**config.mk**
```make
export PLATFORM = sky130hd
export DESIGN_NAME = imm_cell
export DESIGN_NICKNAME = d
export VERILOG_FILES = /design/src/hw/rtl/imm_pkg.sv /design/src/hw/rtl/imm_cell.sv
export SDC_FILE = /design/constraint.sdc
export NUM_CORES = 1
export LEC_CHECK = 0
export BUFFER_PORTS_ARGS = -buffer_cell sky130_fd_sc_hd__buf_2
export CORE_AREA = 2 2 260 262
export CTS_BUF_LIST = sky130_fd_sc_hd__clkbuf_2 sky130_fd_sc_hd__clkbuf_4 sky130_fd_sc_hd__clkbuf_8
export DETAILED_ROUTE_END_ITERATION = 6
export DIE_AREA = 0 0 262 264
export MAX_ROUTING_LAYER = met4
export PLACE_DENSITY_LB_ADDON = 0.08
export SYNTH_ARGS = -nofsm -noshare
export SYNTH_HDL_FRONTEND = slang
export SYNTH_SLANG_ARGS = --single-unit
```
**constraint.sdc**
```tcl
create_clock -name clock -period 10.8 [get_ports clock]
set_clock_uncertainty 0.1 [all_clocks]
set_input_delay 1.08 -clock clock [delete_from_list [all_inputs] [get_ports clock]]
set_output_delay 1.08 -clock clock [all_outputs]
set_load 0.01 [all_outputs]
```
**src/hw/rtl/imm_pkg.sv**
```systemverilog
// Shared types and constants for the integer matrix multiplier.
// No dependencies; imported by imm_cell, integer_matrix_multiply and the testbench.
`timescale 1ns / 1ps

package imm_pkg;

   localparam int MAX_DIM_DEF = 8;
   localparam int DATA_W      = 32;
   localparam int IDX_W       = 3;
   localparam int SIZE_W      = 4;
   localparam int CSR_AW      = 3;
   localparam int CSR_DW      = 32;
   localparam int REQ_TDATA_W = 40;
   localparam int RSP_TDATA_W = 40;

   localparam logic [SIZE_W-1:0] SIZE_RESET = 4'd8;

   // register index (word address) of the size register
   localparam logic REG_MATRIX_SIZE = 1'b0;

   // operand travelling along the cell row
   typedef struct packed {
      logic              valid;
      logic              first;
      logic [IDX_W-1:0]  k;
      logic [DATA_W-1:0] a;
   } link_type;

endpackage

```
**src/hw/rtl/imm_cell.sv**
```systemverilog
// One column cell: holds a column of B, multiplies the passing A operand,
// accumulates the dot product and forwards the operand. Depends on imm_pkg.
`timescale 1ns / 1ps

module imm_cell #(
   parameter int MAX_DIM = imm_pkg::MAX_DIM_DEF
) (
   input  logic                       clock,
   input  logic                       reset,
   input  logic                       wr_en,
   input  logic [imm_pkg::IDX_W-1:0]  wr_row,
   input  logic [imm_pkg::DATA_W-1:0] wr_data,
   input  imm_pkg::link_type          link_in,
   output imm_pkg::link_type          link_out,
   output logic [imm_pkg::DATA_W-1:0] acc
);
   import imm_pkg::*;

   localparam int KW = (MAX_DIM > 1) ? $clog2(MAX_DIM) : 1;

   logic [DATA_W-1:0] bcol_ff [MAX_DIM];
   link_type          link_ff;
   logic [DATA_W-1:0] prod_ff;
   logic              pvalid_ff;
   logic              pfirst_ff;
   logic [DATA_W-1:0] acc_ff;
   logic [DATA_W-1:0] acc_in;

   always_ff @(posedge clock) begin
      if (wr_en) begin
         bcol_ff[wr_row[KW-1:0]] <= wr_data;
      end
   end

   always_comb begin
      acc_in = acc_ff;
      if (pvalid_ff) begin
         acc_in = pfirst_ff ? prod_ff : acc_ff + prod_ff;
      end
   end

   always_ff @(posedge clock) begin
      if (reset) begin
         link_ff.valid <= 1'b0;
         pvalid_ff     <= 1'b0;
      end else begin
         link_ff.valid <= link_in.valid;
         pvalid_ff     <= link_in.valid;
      end
      link_ff.first <= link_in.first;
      link_ff.k     <= link_in.k;
      link_ff.a     <= link_in.a;
      pfirst_ff     <= link_in.first;
      prod_ff       <= link_in.a * bcol_ff[link_in.k[KW-1:0]];
      acc_ff        <= acc_in;
   end

   assign link_out = link_ff;
   assign acc      = acc_ff;

endmodule

```
### Yosys cells after proc, flatten, opt, wreduce, memory -nomap -nowiden

Memory sizes are Yosys's and may differ from the RTL's.
Index checks and enable logic that the tools add are counted.

| storage, ports and cells | value |
|---|---|
| register bits | 101 |
| bits in latches | 0 |
| memory bits (writable) | 256 |
| ROM bits | 0 |
| input port bits | 75 |
| output and inout port bits | 69 |
| word-level logic and storage cells | 12 |
| memories | 1 |

| cells by class | value |
|---|---|
| add/sub/neg operators | 1 |
| multiply operators | 1 |
| divide/modulo/power cells | 0 |
| order comparisons | 0 |
| equal/unequal tests | 0 |
| shift-type cells | 0 |
| multiplexer cells | 3 |
| bitwise operators | 0 |
| reductions and logical operators | 0 |

Memories:

| name | depth | width | rd ports | clocked after Yosys merged registers in | wr ports | RTL line | text |
|---|---|---|---|---|---|---|---|
| bcol_ff | 8 | 32 | 1 | 0 | 1 | imm_cell.sv:21 | `logic [DATA_W-1:0] bcol_ff [MAX_DIM];` |

Operators by type and width:

| operator | number |
|---|---|
| adder 32 bit | 1 |
| multiplier 32 x 32 -> 32 bit | 1 |
| two-way mux 32 bit | 1 |
| two-way mux 1 bit | 2 |

### Logic depth before layout (Yosys ltp)

| depth | value |
|---|---|
| word-level depth | 2 |
| gate-level depth with buffers | 34 |
| gate-level depth less buffers | 29 |

### Worst setup path before layout

OpenSTA, ideal clock, no wires.

| timing path | value |
|---|---|
| path type | input port to flip-flop |
| start | in link_in[32] (netlist name) |
| end | reg prod_ff[31] |
| library setup time | 0.072 ns |
| data arrival time | 8.938 ns |
| data required time | 10.628 ns |
| setup slack | 1.690 ns |
| stages | 32 |
| path buffers | 5 |
| path through | buf_6 > buf_12 > buf_6 > mux4_2 > nand2_1 > and2_1 > clkbuf_1 > clkbuf_1 > nor2b_1 > fa_1 > fa_1 > fa_1 > inv_1 > fa_1 > inv_1 > fa_1 > inv_1 > fa_1 > inv_1 > fa_1 > fa_1 > ha_1 > and3_1 > and2_1 > a221oi_1 > o21ai_0 > a2111oi_0 > nor2_1 > nand3_1 > nand2_1 > a31oi_1 > xnor2_1 |

| between the ends | value |
|---|---|
| longest elaborated chain between the ends | 2 |

Ends and longest elaborated chain:

| element | RTL line | text |
|---|---|---|
| start: declaration | imm_cell.sv:13 | `input imm_pkg::link_type link_in,` |
| memory (8 x 32 bit) | n/a |  |
| multiplier 32 x 32 -> 32 bit | imm_cell.sv:54 | `prod_ff <= link_in.a * bcol_ff[link_in.k[KW-1:0]];` |
| end signal: assignment | imm_cell.sv:54 |  |
| end: declaration | imm_cell.sv:23 | `logic [DATA_W-1:0] prod_ff;` |

No other way between the ends.
A chain may end at the register's enable or synchronous reset.

### Final worst setup path

| timing path | value |
|---|---|
| start | in link_in[33] (netlist name) |
| end | reg prod_ff[31] |

Same word-level chain as after synthesis.

==> metrics.txt <==
gr ovfl total=0; Vias/cell=5.156; clk root buf=clkbuf_8; io pins=144; Setup WS pre-CTS=0.8302 ns; Port Buf Inserts=143; antenna viol nets, final=0; Die Y=approximately 260 µm; TNS Setup=0 ns; die area=0.06917 mm²; fmax=108.3 MHz; YS warnings=0; Worst Max-Slew Pin Slew=1.100 ns; core area=0.06656 mm²; Period minus WS final=9.230 ns; Hold Crit Class=in2reg; Layout Utilization=48.98%; Synth area leaders=edfxtp_1, fa_1, ha_1; Via Count=18,580; Post-Syn Instances=about 2,500; # clock sinks=around 360; commonest non-fill, non-tap cell in the layout=fa_1; syn_area_per_cell=11.67 µm²; Horiz. Die Dim=262 µm; #FFs+latches synth=357; router iterations before antenna repair=5; Final setup viols=0; Critical Path Fanout Max=32; layout cells sized above 1=13.80%; ys flop type=edfxtp_1; Hold Buf Count CTS=0; largest net degree at the start of global routing=just under 80; fill count=6,128; Max-Cap Viols=0; Hold Vio Cnt, Final=0; DPL Wire Length=58.90 mm; Setup crit start kind=primary input; syn nets=3,173; most frequent cells in the layout=fa_1, inv_1, nand2_1, edfxtp_1, and2_1; Slew Limit Fails=0; Seq/Total Area, Yosys=33.92%; worst-case clock buffer depth=3; Worst Setup End Kind=flip-flop; H-tree Lvls=2; Clock Pin Slew Worst Setup and Hold Paths=0.06 ns; RSZ-0062 raised after global routing=false; Crit Path Category=in2reg; synthesized cell area=0.02957 mm²; asr flop ratio synth=0%; FF/Latch Area=0.01003 mm²; DRC errors left=0; post-synth cell types=72; Resize count post-CTS=0; Initial Util=44.43%; CTS tree=done; worst setup slack after layout=1.570 ns; drt total wl=79.36 mm; initial antenna violation count=6; CP Data Arrival Time=9.70 ns; first-pass GRT wire length=roughly 120 mm; Synth top area share=29.24%; status=completed; Tot GR Track Use=24.53%; fin crit share=a little under nine tenths; clk_lat worst skew=0.72 ns; vias in the first global route=between 20,000 and 25,000; TritonCTS Buffers=around 60; Nets=3,312; area leader, netlist=edfxtp_1; # rows=between 90 and 100; Placer Congestion=0.8701; EDFF count, synth=288; post-CTS setup buffers=0; Critical Path RT=roughly 11 ns; routed len/inst=22.02 µm; Max-slew headroom=26.67%; DRT iter0 DRCs=~1,200; area delta synth->final=10.24%; area of the multi-input gates=0.01762 mm²
## final cells by class
| class | instances | area share (%) |
|---|---|---|
| sequential | 357 | 30.77 |
| inverter | 403 | 4.640 |
| clock buffer | 91 | 3.324 |
| clock inverter | 21 | 0.5872 |
| antenna | 6 | 0.04605 |
| multi-input combinational | 1666 | 54.06 |
| tap | 873 | 3.350 |
| timing repair buffer | 187 | 3.224 |
## flip-flops by register name, indices dropped and copies added, names as in the netlist
signal	count
prod_ff	32
pfirst_ff	1
pvalid_ff	1
link_out	35
acc	32
bcol_ff	256
## synthesized netlist by cell type (3+ instances only)
| cell type | count |
|---|---|
| a211oi_1 | 5 |
| buf_6 | 3 |
| a21o_1 | 28 |
| xor2_1 | 28 |
| or4_1 | 3 |
| a221oi_2 | 4 |
| a221oi_1 | 5 |
| o31ai_1 | 4 |
| ha_1 | 154 |
| nor3b_1 | 11 |
| nor3_1 | 7 |
| a21oi_1 | 48 |
| inv_1 | 402 |
| mux4_1 | 8 |
| or3_1 | 4 |
| fa_1 | 409 |
| o211ai_1 | 3 |
| nor4b_1 | 4 |
| edfxtp_1 | 288 |
| mux4_2 | 47 |
| clkbuf_1 | 85 |
| dfxtp_1 | 69 |
| o21bai_1 | 4 |
| nand4_1 | 3 |
| and2_1 | 191 |
| o21ai_0 | 43 |
| nor2b_1 | 73 |
| a31oi_1 | 8 |
| buf_2 | 3 |
| xnor2_1 | 80 |
| and3_1 | 8 |
| mux2_2 | 12 |
| nor2_1 | 64 |
| nand3_1 | 8 |
| buf_1 | 6 |
| o21a_1 | 6 |
| nand2b_1 | 16 |
| mux2i_1 | 26 |
| nand2_1 | 318 |
| buf_4 | 10 |
## path summary, 6_finish.rpt
kind	slack [ns]	cells past startpoint	end	startpoint
max	1.57	28	prod_ff[31]$_DFF_P_	link_in[33]
min	0.36	1	pfirst_ff$_DFF_P_	link_in[35]
max reg2reg	2.33	28	prod_ff[31]$_DFF_P_	bcol_ff[5][4]$_DFFE_PP_
min reg2reg	0.45	2	acc[3]$_DFFE_PP_	prod_ff[3]$_DFF_P_
## metrics by stage
stage,hold slack (ns),area (µm²),cells
finish,0.3627,32600,3604
detailed placement,0.4401,31310,3486
global placement,0.4304,31310,3486
CTS,0.2983,32590,3598
global route,0.3238,32600,3603
floorplan,0.4036,29570,2535
## critical path, stage by stage
cell	delay (ns)
buf_4	0.43
buf_4	0.37
mux4_2	0.28
nor2b_1	0.06
a221oi_2	0.64
buf_4	0.40
nand2_1	0.11
fa_1	0.50
inv_1	0.05
fa_1	0.47
fa_1	0.54
inv_1	0.05
fa_1	0.48
fa_1	0.57
fa_1	0.43
fa_1	0.49
inv_1	0.05
fa_1	0.39
xnor2_1	0.19
xnor2_1	0.16
xnor2_1	0.16
xnor2_1	0.16
xnor2_1	0.16
xnor2_1	0.14
xnor3_1	0.46
xnor2_1	0.16
xnor2_1	0.49
xnor2_1	0.18
## kinds of logic after synthesis
logic type,Yosys count,share of synthesized area [%]
buf+inv,512,6.774
mux,94,5.678
compound gates,176,3.922
xor+xnor,110,3.330
flops,357,33.92
fa+ha+maj,563,34.20
simple gates,723,12.18
## routing by layer
metal	wire length [µm]	global-route usage (%)	vias up	part of all wire, %
li1	-	-	8428	-
met1	34180	32.03	9587	43
met2	38850	39.72	457	49
met3	4129	4.011	112	5.2
met4	2203	6.856	0	2.8
met5	0	-	-	0
Power is left out: the tool's default activity adds up to more than one toggle a clock period on the data nets, which glitch-free logic cannot reach.
